### src/sv/ipsl_pkg.sv
`default_nettype none

package ipsl_pkg;

	localparam int FIELD_W     = 16;
	localparam int SETPOINT_W  = 12;
	localparam int CFG_W       = 16;
	localparam int CFG_IDX_W   = 3;
	localparam int PWM_W       = 15;
	localparam int DIST_W      = 32;
	localparam int IN_DATA_W   = 80;
	localparam int OUT_DATA_W  = 80;

	// Shared multiplier: signed A operand, unsigned B operand.
	localparam int MUL_A_W     = 23;
	localparam int MUL_B_W     = 20;
	localparam int MUL_P_W     = MUL_A_W + MUL_B_W + 1;

	// Constant division: dividend, pre-shifted magnitude and quotient widths.
	localparam int DVD_W       = 34;
	localparam int DIVX_W      = 22;
	localparam int QUO_W       = 22;
	localparam int RECIP_SHIFT = 22;
	localparam int DIVC_W      = 7;

	localparam logic [CFG_IDX_W-1:0] REG_SETPOINT   = 3'd0;
	localparam logic [CFG_IDX_W-1:0] REG_AREA_LOW   = 3'd1;
	localparam logic [CFG_IDX_W-1:0] REG_AREA_HIGH  = 3'd2;
	localparam logic [CFG_IDX_W-1:0] REG_DECEL_GAIN = 3'd3;
	localparam logic [CFG_IDX_W-1:0] REG_ACCEL_GAIN = 3'd4;
	localparam logic [CFG_IDX_W-1:0] REG_STEER_GAIN = 3'd5;
	localparam logic [CFG_IDX_W-1:0] REG_ERROR_GAIN = 3'd6;
	localparam logic [CFG_IDX_W-1:0] REG_DELTA_GAIN = 3'd7;

	// Divisor kinds: 25600 = 2^10*25, 20480 = 2^12*5, 256000 = 2^11*125.
	localparam logic [1:0] DK_25600  = 2'd0;
	localparam logic [1:0] DK_20480  = 2'd1;
	localparam logic [1:0] DK_256000 = 2'd2;

	localparam logic [DIVC_W-1:0] DIVC_25  = 7'd25;
	localparam logic [DIVC_W-1:0] DIVC_5   = 7'd5;
	localparam logic [DIVC_W-1:0] DIVC_125 = 7'd125;

	// floor(2^22 / c) for each odd divisor.
	localparam logic [MUL_B_W-1:0] RECIP_25  = 20'd167772;
	localparam logic [MUL_B_W-1:0] RECIP_5   = 20'd838860;
	localparam logic [MUL_B_W-1:0] RECIP_125 = 20'd33554;

	localparam logic signed [FIELD_W-1:0] FLOOR_SPEED = 16'sd185;
	localparam logic signed [PWM_W+1:0]   PWM_MAX     = 17'sd10000;
	localparam logic signed [PWM_W+1:0]   PWM_MIN     = -17'sd2000;

	typedef struct packed {
		logic [SETPOINT_W-1:0] setpoint;
		logic [CFG_W-1:0]      area_low;
		logic [CFG_W-1:0]      area_high;
		logic [CFG_W-1:0]      decel_gain;
		logic [CFG_W-1:0]      accel_gain;
		logic [CFG_W-1:0]      steer_gain;
		logic [CFG_W-1:0]      error_gain;
		logic [CFG_W-1:0]      delta_gain;
	} cfg_t;

endpackage

`default_nettype wire

### src/sv/ipsl_regs.sv
`default_nettype none

module ipsl_regs import ipsl_pkg::*; (
	input  wire logic                 clk,
	input  wire logic                 arst_n,
	input  wire logic                 cfg_we,
	input  wire logic [CFG_IDX_W-1:0] cfg_index,
	input  wire logic [CFG_W-1:0]     cfg_data,
	output cfg_t                      cfg
);

	cfg_t cfg_q;

	always_ff @(posedge clk or negedge arst_n) begin
		if (!arst_n) begin
			cfg_q <= '0;
		end else if (cfg_we) begin
			case (cfg_index)
				REG_SETPOINT:   cfg_q.setpoint   <= cfg_data[SETPOINT_W-1:0];
				REG_AREA_LOW:   cfg_q.area_low   <= cfg_data;
				REG_AREA_HIGH:  cfg_q.area_high  <= cfg_data;
				REG_DECEL_GAIN: cfg_q.decel_gain <= cfg_data;
				REG_ACCEL_GAIN: cfg_q.accel_gain <= cfg_data;
				REG_STEER_GAIN: cfg_q.steer_gain <= cfg_data;
				REG_ERROR_GAIN: cfg_q.error_gain <= cfg_data;
				REG_DELTA_GAIN: cfg_q.delta_gain <= cfg_data;
				default: begin
				end
			endcase
		end
	end

	assign cfg = cfg_q;

endmodule

`default_nettype wire

### src/sv/ipsl_mul.sv
`default_nettype none

module ipsl_mul import ipsl_pkg::*; (
	input  wire logic                      clk,
	input  wire logic signed [MUL_A_W-1:0] a,
	input  wire logic        [MUL_B_W-1:0] b,
	output logic signed      [MUL_P_W-1:0] prod_q
);

	logic signed [MUL_P_W-1:0] a_ext;
	logic signed [MUL_P_W-1:0] b_ext;

	assign a_ext = {{(MUL_P_W-MUL_A_W){a[MUL_A_W-1]}}, a};
	assign b_ext = {{(MUL_P_W-MUL_B_W){1'b0}}, b};

	always_ff @(posedge clk) begin
		prod_q <= a_ext * b_ext;
	end

endmodule

`default_nettype wire

### src/sv/incremental_pi_speed_loop.sv
`default_nettype none

// Channel   Direction  Handshake                      Payload
// s_axis    in         s_axis_tvalid / s_axis_tready  wheel speeds, blob area/centre, steer
// m_axis    out        m_axis_tvalid / m_axis_tready  drive_pwm, speeds, travelled distance
// cfg       in         cfg_we (no wait)               register index and data
//
// One control tick runs from acceptance to a loaded result; s_axis_tready stays low until
// the tick has finished, so no new transaction is accepted before then. The pace is
// set by the single registered multiplier: four products, the two PI terms summed, feed
// three constant divisions, each a reciprocal multiply with a one-step correction, all
// sequenced through the same unit.
// Reset clears the configuration, the loop state and the sequencer; no clearing pass.
// A result waits in the output register; a finished tick stalls there until it is free.

module incremental_pi_speed_loop import ipsl_pkg::*; (
	input  wire logic                  clk,
	input  wire logic                  arst_n,
	input  wire logic                  s_axis_tvalid,
	output logic                       s_axis_tready,
	// [15:0] left_wheel_speed, [31:16] right_wheel_speed, [47:32] blob_area,
	// [63:48] blob_centre, [79:64] steer_command
	input  wire logic [IN_DATA_W-1:0]  s_axis_tdata,
	output logic                       m_axis_tvalid,
	input  wire logic                  m_axis_tready,
	// [14:0] drive_pwm, [30:15] measured_speed, [46:31] target_speed,
	// [78:47] travelled, [79] zero
	output logic [OUT_DATA_W-1:0]      m_axis_tdata,
	input  wire logic                  cfg_we,
	input  wire logic [CFG_IDX_W-1:0]  cfg_index,
	input  wire logic [CFG_W-1:0]      cfg_data
);

	localparam logic [4:0] ST_IDLE    = 5'd0;
	localparam logic [4:0] ST_START   = 5'd1;
	localparam logic [4:0] ST_IMG_MUL = 5'd2;
	localparam logic [4:0] ST_STR_MUL = 5'd3;
	localparam logic [4:0] ST_DV_PREP = 5'd4;
	localparam logic [4:0] ST_DV_MUL  = 5'd5;
	localparam logic [4:0] ST_DV_FIX  = 5'd6;
	localparam logic [4:0] ST_TARGET  = 5'd7;
	localparam logic [4:0] ST_ERR     = 5'd8;
	localparam logic [4:0] ST_PI1     = 5'd9;
	localparam logic [4:0] ST_PI2     = 5'd10;
	localparam logic [4:0] ST_PISUM   = 5'd11;
	localparam logic [4:0] ST_PWM     = 5'd12;

	localparam logic [1:0] PH_IMG   = 2'd0;
	localparam logic [1:0] PH_STEER = 2'd1;
	localparam logic [1:0] PH_PI    = 2'd2;

	cfg_t cfg;

	logic [4:0] state_q;
	logic [1:0] phase_q;
	logic [1:0] kind_q;

	logic signed [FIELD_W-1:0] meas_q;
	logic signed [FIELD_W-1:0] centre_q;
	logic        [FIELD_W:0]   area_q;
	logic        [FIELD_W:0]   steer_q;
	logic signed [FIELD_W+1:0] diff_q;
	logic        [CFG_W-1:0]   gain_q;
	logic signed [QUO_W-1:0]   img_q;
	logic signed [QUO_W-1:0]   quo_q;
	logic signed [FIELD_W-1:0] target_q;
	logic signed [FIELD_W-1:0] e_q;
	logic signed [FIELD_W-1:0] de_q;
	logic signed [DVD_W-1:0]   acc_q;
	logic        [DIVX_W-1:0]  x_q;
	logic                      neg_q;

	logic signed [FIELD_W-1:0] prev_q;
	logic signed [PWM_W-1:0]   pwm_q;
	logic        [DIST_W-1:0]  dist_q;

	logic                      m_valid_q;
	logic [OUT_DATA_W-1:0]     m_data_q;

	logic signed [MUL_A_W-1:0] mul_a;
	logic        [MUL_B_W-1:0] mul_b;
	logic signed [MUL_P_W-1:0] prod_q;

	ipsl_regs u_regs (
		.clk       (clk),
		.arst_n    (arst_n),
		.cfg_we    (cfg_we),
		.cfg_index (cfg_index),
		.cfg_data  (cfg_data),
		.cfg       (cfg)
	);

	ipsl_mul u_mul (
		.clk    (clk),
		.a      (mul_a),
		.b      (mul_b),
		.prod_q (prod_q)
	);

	// Input unpacking and the work done on the accepting edge.
	logic signed [FIELD_W-1:0] in_left, in_right, in_area, in_centre, in_steer;
	logic signed [FIELD_W:0]   wheel_sum;
	logic signed [FIELD_W:0]   meas_full;
	logic signed [FIELD_W:0]   area_ext, steer_ext;
	logic                      in_fire;

	assign in_left   = s_axis_tdata[15:0];
	assign in_right  = s_axis_tdata[31:16];
	assign in_area   = s_axis_tdata[47:32];
	assign in_centre = s_axis_tdata[63:48];
	assign in_steer  = s_axis_tdata[79:64];

	assign s_axis_tready = (state_q == ST_IDLE);
	assign in_fire       = s_axis_tvalid && s_axis_tready;

	assign wheel_sum = {in_left[15], in_left} + {in_right[15], in_right};
	// Arithmetic shift floors; add one back for odd negative sums to truncate.
	assign meas_full = (wheel_sum >>> 1) + $signed({16'd0, wheel_sum[16] & wheel_sum[0]});
	assign area_ext  = {in_area[15], in_area};
	assign steer_ext = {in_steer[15], in_steer};

	logic signed [FIELD_W-1:0] meas_half;
	assign meas_half = (meas_q >>> 1) + $signed({15'd0, meas_q[15] & meas_q[0]});

	// Image branch selection.
	logic area_ge_low, area_le_high;
	assign area_ge_low  = area_q >= {1'b0, cfg.area_low};
	assign area_le_high = area_q <= {1'b0, cfg.area_high};

	// Constant division: magnitude, pre-shift and reciprocal selection.
	logic signed [DVD_W-1:0]  dvd;
	logic        [DVD_W-1:0]  dvd_mag;
	logic        [DIVX_W-1:0] x_next;
	logic        [MUL_B_W-1:0] recip_sel;
	logic        [DIVC_W-1:0] divc_sel;

	assign dvd     = (phase_q == PH_PI) ? acc_q : prod_q[DVD_W-1:0];
	assign dvd_mag = dvd[DVD_W-1] ? DVD_W'(-dvd) : DVD_W'(dvd);

	always_comb begin
		case (kind_q)
			DK_25600: begin
				x_next    = dvd_mag[31:10];
				recip_sel = RECIP_25;
				divc_sel  = DIVC_25;
			end
			DK_20480: begin
				x_next    = {2'b00, dvd_mag[31:12]};
				recip_sel = RECIP_5;
				divc_sel  = DIVC_5;
			end
			DK_256000: begin
				x_next    = {1'b0, dvd_mag[31:11]};
				recip_sel = RECIP_125;
				divc_sel  = DIVC_125;
			end
			default: begin
				x_next    = dvd_mag[31:10];
				recip_sel = RECIP_25;
				divc_sel  = DIVC_25;
			end
		endcase
	end

	// The reciprocal estimate is exact or one short; one compare fixes it.
	logic [MUL_B_W-1:0]  q_est;
	logic [DIVX_W:0]     q_times_c;
	logic [DIVX_W:0]     q_rem;
	logic                q_bump;
	logic [DIVX_W:0]     q_rem_fixed;
	logic [MUL_B_W:0]    q_fixed;
	logic signed [QUO_W-1:0] q_signed;
	logic signed [QUO_W-1:0] quo_next;

	assign q_est       = prod_q[RECIP_SHIFT+MUL_B_W-1:RECIP_SHIFT];
	assign q_times_c   = (DIVX_W+1)'({3'b000, q_est} * {16'd0, divc_sel});
	assign q_rem       = {1'b0, x_q} - q_times_c;
	assign q_bump      = q_rem >= {16'd0, divc_sel};
	assign q_rem_fixed = q_bump ? q_rem - {16'd0, divc_sel} : q_rem;
	assign q_fixed     = {1'b0, q_est} + {20'd0, q_bump};
	assign q_signed    = {1'b0, q_fixed};
	assign quo_next    = neg_q ? -q_signed : q_signed;

	// Target, error and accumulator update.
	logic signed [FIELD_W-1:0] target_raw;
	logic signed [PWM_W+1:0]   pwm_sum;
	logic signed [PWM_W-1:0]   pwm_next;
	logic                      out_free;

	assign target_raw = {4'd0, cfg.setpoint} - img_q[FIELD_W-1:0] - quo_q[FIELD_W-1:0];
	assign pwm_sum    = {{2{pwm_q[PWM_W-1]}}, pwm_q} + {quo_q[FIELD_W-1], quo_q[FIELD_W-1:0]};

	always_comb begin
		if (pwm_sum > PWM_MAX) begin
			pwm_next = PWM_MAX[PWM_W-1:0];
		end else if (pwm_sum < PWM_MIN) begin
			pwm_next = PWM_MIN[PWM_W-1:0];
		end else begin
			pwm_next = pwm_sum[PWM_W-1:0];
		end
	end

	assign out_free = !m_valid_q || m_axis_tready;

	// Operand selection for the shared multiplier.
	always_comb begin
		case (state_q)
			ST_IMG_MUL: begin
				mul_a = {{5{diff_q[FIELD_W+1]}}, diff_q};
				mul_b = {4'd0, gain_q};
			end
			ST_STR_MUL: begin
				mul_a = {6'd0, steer_q};
				mul_b = {4'd0, cfg.steer_gain};
			end
			ST_DV_MUL: begin
				mul_a = {1'b0, x_q};
				mul_b = recip_sel;
			end
			ST_PI1: begin
				mul_a = {{7{e_q[FIELD_W-1]}}, e_q};
				mul_b = {4'd0, cfg.error_gain};
			end
			ST_PI2: begin
				mul_a = {{7{de_q[FIELD_W-1]}}, de_q};
				mul_b = {4'd0, cfg.delta_gain};
			end
			default: begin
				mul_a = '0;
				mul_b = '0;
			end
		endcase
	end

	// Sequencer and loop state.
	always_ff @(posedge clk or negedge arst_n) begin
		if (!arst_n) begin
			state_q   <= ST_IDLE;
			phase_q   <= PH_IMG;
			kind_q    <= DK_25600;
			prev_q    <= '0;
			pwm_q     <= '0;
			dist_q    <= '0;
			m_valid_q <= 1'b0;
		end else begin
			if (state_q == ST_PWM && out_free) begin
				m_valid_q <= 1'b1;
			end else if (m_axis_tready) begin
				m_valid_q <= 1'b0;
			end
			case (state_q)
				ST_IDLE: begin
					if (in_fire) begin
						state_q <= ST_START;
					end
				end
				ST_START: begin
					dist_q <= dist_q + {{16{meas_half[15]}}, meas_half};
					if (area_ge_low && area_le_high) begin
						kind_q <= DK_25600;
					end else if (!area_le_high) begin
						kind_q <= DK_20480;
					end else begin
						kind_q <= DK_25600;
					end
					state_q <= ST_IMG_MUL;
				end
				ST_IMG_MUL: begin
					phase_q <= PH_IMG;
					state_q <= ST_DV_PREP;
				end
				ST_STR_MUL: begin
					phase_q <= PH_STEER;
					kind_q  <= DK_256000;
					state_q <= ST_DV_PREP;
				end
				ST_DV_PREP: begin
					state_q <= ST_DV_MUL;
				end
				ST_DV_MUL: begin
					state_q <= ST_DV_FIX;
				end
				ST_DV_FIX: begin
					case (phase_q)
						PH_IMG:   state_q <= ST_STR_MUL;
						PH_STEER: state_q <= ST_TARGET;
						PH_PI:    state_q <= ST_PWM;
						default:  state_q <= ST_IDLE;
					endcase
				end
				ST_TARGET: begin
					state_q <= ST_ERR;
				end
				ST_ERR: begin
					state_q <= ST_PI1;
				end
				ST_PI1: begin
					state_q <= ST_PI2;
				end
				ST_PI2: begin
					state_q <= ST_PISUM;
				end
				ST_PISUM: begin
					phase_q <= PH_PI;
					kind_q  <= DK_25600;
					state_q <= ST_DV_PREP;
				end
				ST_PWM: begin
					if (out_free) begin
						pwm_q   <= pwm_next;
						prev_q  <= e_q;
						state_q <= ST_IDLE;
					end
				end
				default: begin
					state_q <= ST_IDLE;
				end
			endcase
		end
	end

	// Datapath registers; these carry payload only and need no reset.
	always_ff @(posedge clk) begin
		case (state_q)
			ST_IDLE: begin
				if (in_fire) begin
					meas_q   <= meas_full[FIELD_W-1:0];
					centre_q <= in_centre;
					area_q   <= in_area[15] ? (FIELD_W+1)'(-area_ext) : (FIELD_W+1)'(area_ext);
					steer_q  <= in_steer[15] ? (FIELD_W+1)'(-steer_ext)
					                         : (FIELD_W+1)'(steer_ext);
				end
			end
			ST_START: begin
				diff_q <= $signed({1'b0, area_q}) - $signed({2'b00, cfg.area_low});
				// Below the low threshold only a centre beyond 10 gives a boost.
				if (area_ge_low || !area_le_high) begin
					gain_q <= cfg.decel_gain;
				end else if (centre_q > 16'sd10) begin
					gain_q <= cfg.accel_gain;
				end else begin
					gain_q <= '0;
				end
			end
			ST_DV_PREP: begin
				neg_q <= dvd[DVD_W-1];
				x_q   <= x_next;
			end
			ST_DV_FIX: begin
				quo_q <= quo_next;
				if (phase_q == PH_IMG) begin
					img_q <= quo_next;
				end
			end
			ST_TARGET: begin
				target_q <= (meas_q < FLOOR_SPEED) ? FLOOR_SPEED : target_raw;
			end
			ST_ERR: begin
				e_q  <= target_q - meas_q;
				de_q <= target_q - meas_q - prev_q;
			end
			ST_PI2: begin
				acc_q <= prod_q[DVD_W-1:0];
			end
			ST_PISUM: begin
				acc_q <= acc_q + prod_q[DVD_W-1:0];
			end
			ST_PWM: begin
				if (out_free) begin
					m_data_q <= {1'b0, dist_q, target_q, meas_q, pwm_next};
				end
			end
			default: begin
			end
		endcase
	end

	assign m_axis_tvalid = m_valid_q;
	assign m_axis_tdata  = m_data_q;

	// The accumulator never leaves the clamp range.
	assert property (@(posedge clk) disable iff (!arst_n)
		(pwm_q <= PWM_MAX) && (pwm_q >= PWM_MIN))
		else $error("pwm accumulator outside clamp range");

	// A finished tick must not overwrite a result that is still waiting.
	assert property (@(posedge clk) disable iff (!arst_n)
		(state_q == ST_PWM && m_valid_q && !m_axis_tready) |=> $stable(m_data_q))
		else $error("waiting result overwritten");

	// After correction the division remainder is below the divisor.
	assert property (@(posedge clk) disable iff (!arst_n)
		(state_q == ST_DV_FIX) |-> (q_rem_fixed < {16'd0, divc_sel}))
		else $error("constant division correction out of range");

	// The output holds the current accumulator once the result is loaded.
	assert property (@(posedge clk) disable iff (!arst_n)
		(state_q == ST_PWM && out_free) |=> (m_data_q[PWM_W-1:0] == pwm_q) && m_valid_q)
		else $error("loaded result does not match accumulator");

endmodule

`default_nettype wire
### config.mk
export PLATFORM = sky130hd
export DESIGN_NAME = incremental_pi_speed_loop
export DESIGN_NICKNAME = d
export VERILOG_FILES = /design/src/sv/ipsl_pkg.sv /design/src/sv/ipsl_regs.sv /design/src/sv/ipsl_mul.sv /design/src/sv/incremental_pi_speed_loop.sv
export SDC_FILE = /design/constraint.sdc
export NUM_CORES = 2
export LEC_CHECK = 0
export BUFFER_PORTS_ARGS = -buffer_cell sky130_fd_sc_hd__buf_2
export CORE_ASPECT_RATIO = 0.75
export CORE_MARGIN = 5
export CORE_UTILIZATION = 44
export DETAILED_ROUTE_END_ITERATION = 10
export PLACE_DENSITY = 0.67
export SETUP_SLACK_MARGIN = 0.2
export SLEW_MARGIN = 10
export SYNTH_ARGS = -nofsm -noshare
export SYNTH_HDL_FRONTEND = slang
export SYNTH_SLANG_ARGS = --single-unit
### constraint.sdc
create_clock -name clk -period 11.2 [get_ports clk]
set_input_delay 1.68 -clock clk [delete_from_list [all_inputs] [get_ports clk]]
set_output_delay 1.68 -clock clk [all_outputs]
set_load 0.05 [all_outputs]
==> qor.yml <==
clk_pin_slew_ps: 70
slew_headroom_pct: 16.3
crit_cells: 29
start_util_pct: 44.1
cts_tree: "done"
boundaryPins: 186
fin_nets: 6391
nFillCells: 10700
clock_skew_ps: 19.4
cts_buffers: 55
die_w_um: 402
via_count: 38100
cts_hold_buf: 0
slowest_delay_ps: 750
min-delay-start: "dist_q[31]"
final_util_pct: 48.0
rows: 108
crit_family: "adder cells"
slew_viol_final: 0
start_kind: "flip-flop"
drtIter0Drc: 3693
yosys.cell_types.count: 86
finalHoldViolations: 0
drc: 0
synth_seq_cells: 554
crit_start: "state_q[2]"
grt_usage_pct: 22.7
rr_startpoint: "state_q[2]"
synthArstFlopShare_pct: 35.4
tns_ps: 0
r2r_setup_slack_ps: 940
cpMostUsedCell: "fa_1"
grt_pass1_wl_um: 220000
gp_congestion: 0.947
yosysWarningCount: 0
ys_seq_area_share_pct: 30.0
arrival_ps: 10830
htreeDepth: 2
critPathRequiredTime_ps: 11770
outcome: "completed"
grt_pass1_vias: 37400
cp_slowest_cell: "nand2_1"
hpwl_um: 111000
antenna_found_initial: 1
rsz0062_at_grt: "false"
area_growth_pct: 8.88
port_buffers: 184
clock_sinks: 554
post_drt_via_cell_ratio: 5.48
hold_depth: 1
design.die.area_um2: 122000
fin_crit_ps: 10260
cts-root-buf: "clkbuf_16"
ys.flop_type: "edfxtp_1"
syn_area_um2: 50800
worst_slew_pin_slew_ps: 1250
netlist_instances: 5231
final_cells: 6950
routed_wl_um: 141000
holdCritPathClass: "reg -> reg"
drt_pass1_iterations: 6
grt_max_degree: 86
fin_crit_sh_pct: 91.6
critical_path_buf_inv_count: 7
cp_max_fo: 17
worstSetupPathType: "reg -> reg"
max_freq_mhz: 97.4
ant_nets: 0
coreArea_um2: 115000
drt-wirelength-per-cell_um: 20.2
drive_gt1_share_pct: 8.67
clkLatencyLatePin_ps: 640
drv_cap: 0
synth_edf_count: 316
cts_resized: 0
setup_viol: 0
dieHeight_um: 304
endpoint_kind: "flip-flop"
place_inst: 6845
cts_setup_buffers: 0
postSynthAreaPerCell_um2: 9.71
grt.overflow.total: 0
clockBufferDepth: 3
reg2regPathDepth: 29
-- worst register-to-register path, delay by kind of cell (launching register included) --
family,cells,cell delay (ps)
xor gates and xnor gates,1,140
buffers and inverters,7,1250
and+or+nand+nor,6,2080
adders and majority gates,8,4100
DFF,1,620
AOI/OAI and AO/OA,7,2010
-- cells in the final DEF (no fill, tap or decap), types with 28 or more instances in the layout --
| cell type | count |
|---|---|
| a211oi_1 | 28 |
| a21o_1 | 72 |
| a21oi_1 | 191 |
| a22oi_1 | 58 |
| and2_1 | 29 |
| buf_2 | 184 |
| buf_4 | 45 |
| clkbuf_16 | 57 |
| dfrtp_1 | 196 |
| dfxtp_1 | 42 |
| edfxtp_1 | 316 |
| fa_1 | 538 |
| ha_1 | 385 |
| inv_1 | 917 |
| mux2_2 | 100 |
| mux2i_1 | 39 |
| nand2_1 | 658 |
| nand2b_1 | 42 |
| nand3_1 | 75 |
| nand4_1 | 50 |
| nor2_1 | 268 |
| nor2b_1 | 59 |
| nor3_1 | 58 |
| o21a_1 | 33 |
| o21ai_0 | 248 |
| xnor2_1 | 197 |
| xor2_1 | 101 |
-- synthesized netlist by cell type (23+ instances only) --
| library cell | n | area, um2 |
|---|---|---|
| nor2b_1 | 59 | 369 |
| or3_1 | 23 | 144 |
| edfxtp_1 | 316 | 9490 |
| a21oi_1 | 192 | 961 |
| xor2_1 | 101 | 885 |
| mux2_2 | 100 | 1130 |
| nand2_1 | 658 | 2470 |
| xnor2_1 | 197 | 1730 |
| clkbuf_1 | 147 | 552 |
| a21o_1 | 72 | 541 |
| inv_1 | 917 | 3440 |
| fa_1 | 538 | 10800 |
| o21ai_0 | 248 | 1240 |
| a211oi_1 | 28 | 210 |
| nor3_1 | 64 | 320 |
| and2_1 | 30 | 188 |
| o21a_1 | 33 | 248 |
| nand2b_1 | 42 | 263 |
| nand3_1 | 75 | 375 |
| nor2_1 | 271 | 1020 |
| dfrtp_1 | 196 | 4900 |
| a22oi_1 | 58 | 435 |
| dfxtp_1 | 42 | 841 |
| and3_1 | 24 | 150 |
| mux2i_1 | 39 | 390 |
| ha_1 | 387 | 4840 |
| nand4_1 | 50 | 313 |
-- final timing paths --
check	endpoint
setup / recovery	u_mul.prod_q[41]
hold / removal	dist_q[31]
setup reg to reg	u_mul.prod_q[41]
hold reg to reg	dist_q[31]
max in group asynchronous	u_regs.cfg[88]
min in group asynchronous	pwm_q[13]
-- per-layer routing --
metal  track usage, %  wire length, um  vias to the layer above
met4             4.62             2940                        0
met2             31.5            56400                     1509
met1             35.3            65400                    18800
met5                0                0                        -
met3             6.44            15800                      171
li1                 -                -                    17500
-- sequential cells by signal (all words and copies together) (netlist names), 17 cells and up --
name          flops
diff_q           18
dist_q           32
acc_q            34
steer_q          17
x_q              22
m_axis_tdata     79
u_regs.cfg      124
area_q           17
u_mul.prod_q     42
-- per-stage QoR --
| stage | setup WS [ps] | instance area, um2 | hold WS (ps) |
|---|---|---|---|
| floorplan | 2880 | 50800 | 426 |
| global placement | 801 | 53500 | 460 |
| detailed placement | 1080 | 53500 | 466 |
| CTS | 1020 | 55300 | 472 |
| global route | 441 | 55300 | 494 |
| finish | 937 | 55300 | 472 |
-- cell type report --
| class | count | area [um2] | share of cell area, % |
|---|---|---|---|
| Multi-Input combinational cell | 3600 | 31600 | 57.1 |
| Inverter | 920 | 3460 | 6.25 |
| Timing Repair Buffer | 231 | 1290 | 2.34 |
| Sequential cell | 554 | 15200 | 27.5 |
| Clock inverter | 39 | 342 | 0.618 |
| Tap cell | 1540 | 1930 | 3.48 |
| Clock buffer | 65 | 1470 | 2.65 |
| Antenna cell | 1 | 2.50 | 0.00452 |
-- cell families (layout without fill, tap and decap cells) --
kind of cell    after synthesis  in the layout  share of synthesized area, %
simple gates               1377           1377                          12.3
flops                       554            554                          30.0
buf+inv                    1081           1255                          8.02
compound gates              855            855                          10.8
other cells                   1              6                       0.00738
fa+ha+maj                   925            925                          30.7
xor+xnor                    299            299                          5.18
mux                         139            139                          2.99
Power is left out: the tool's default activity adds up to more than one toggle a clock period on the data nets, which glitch-free logic cannot reach.
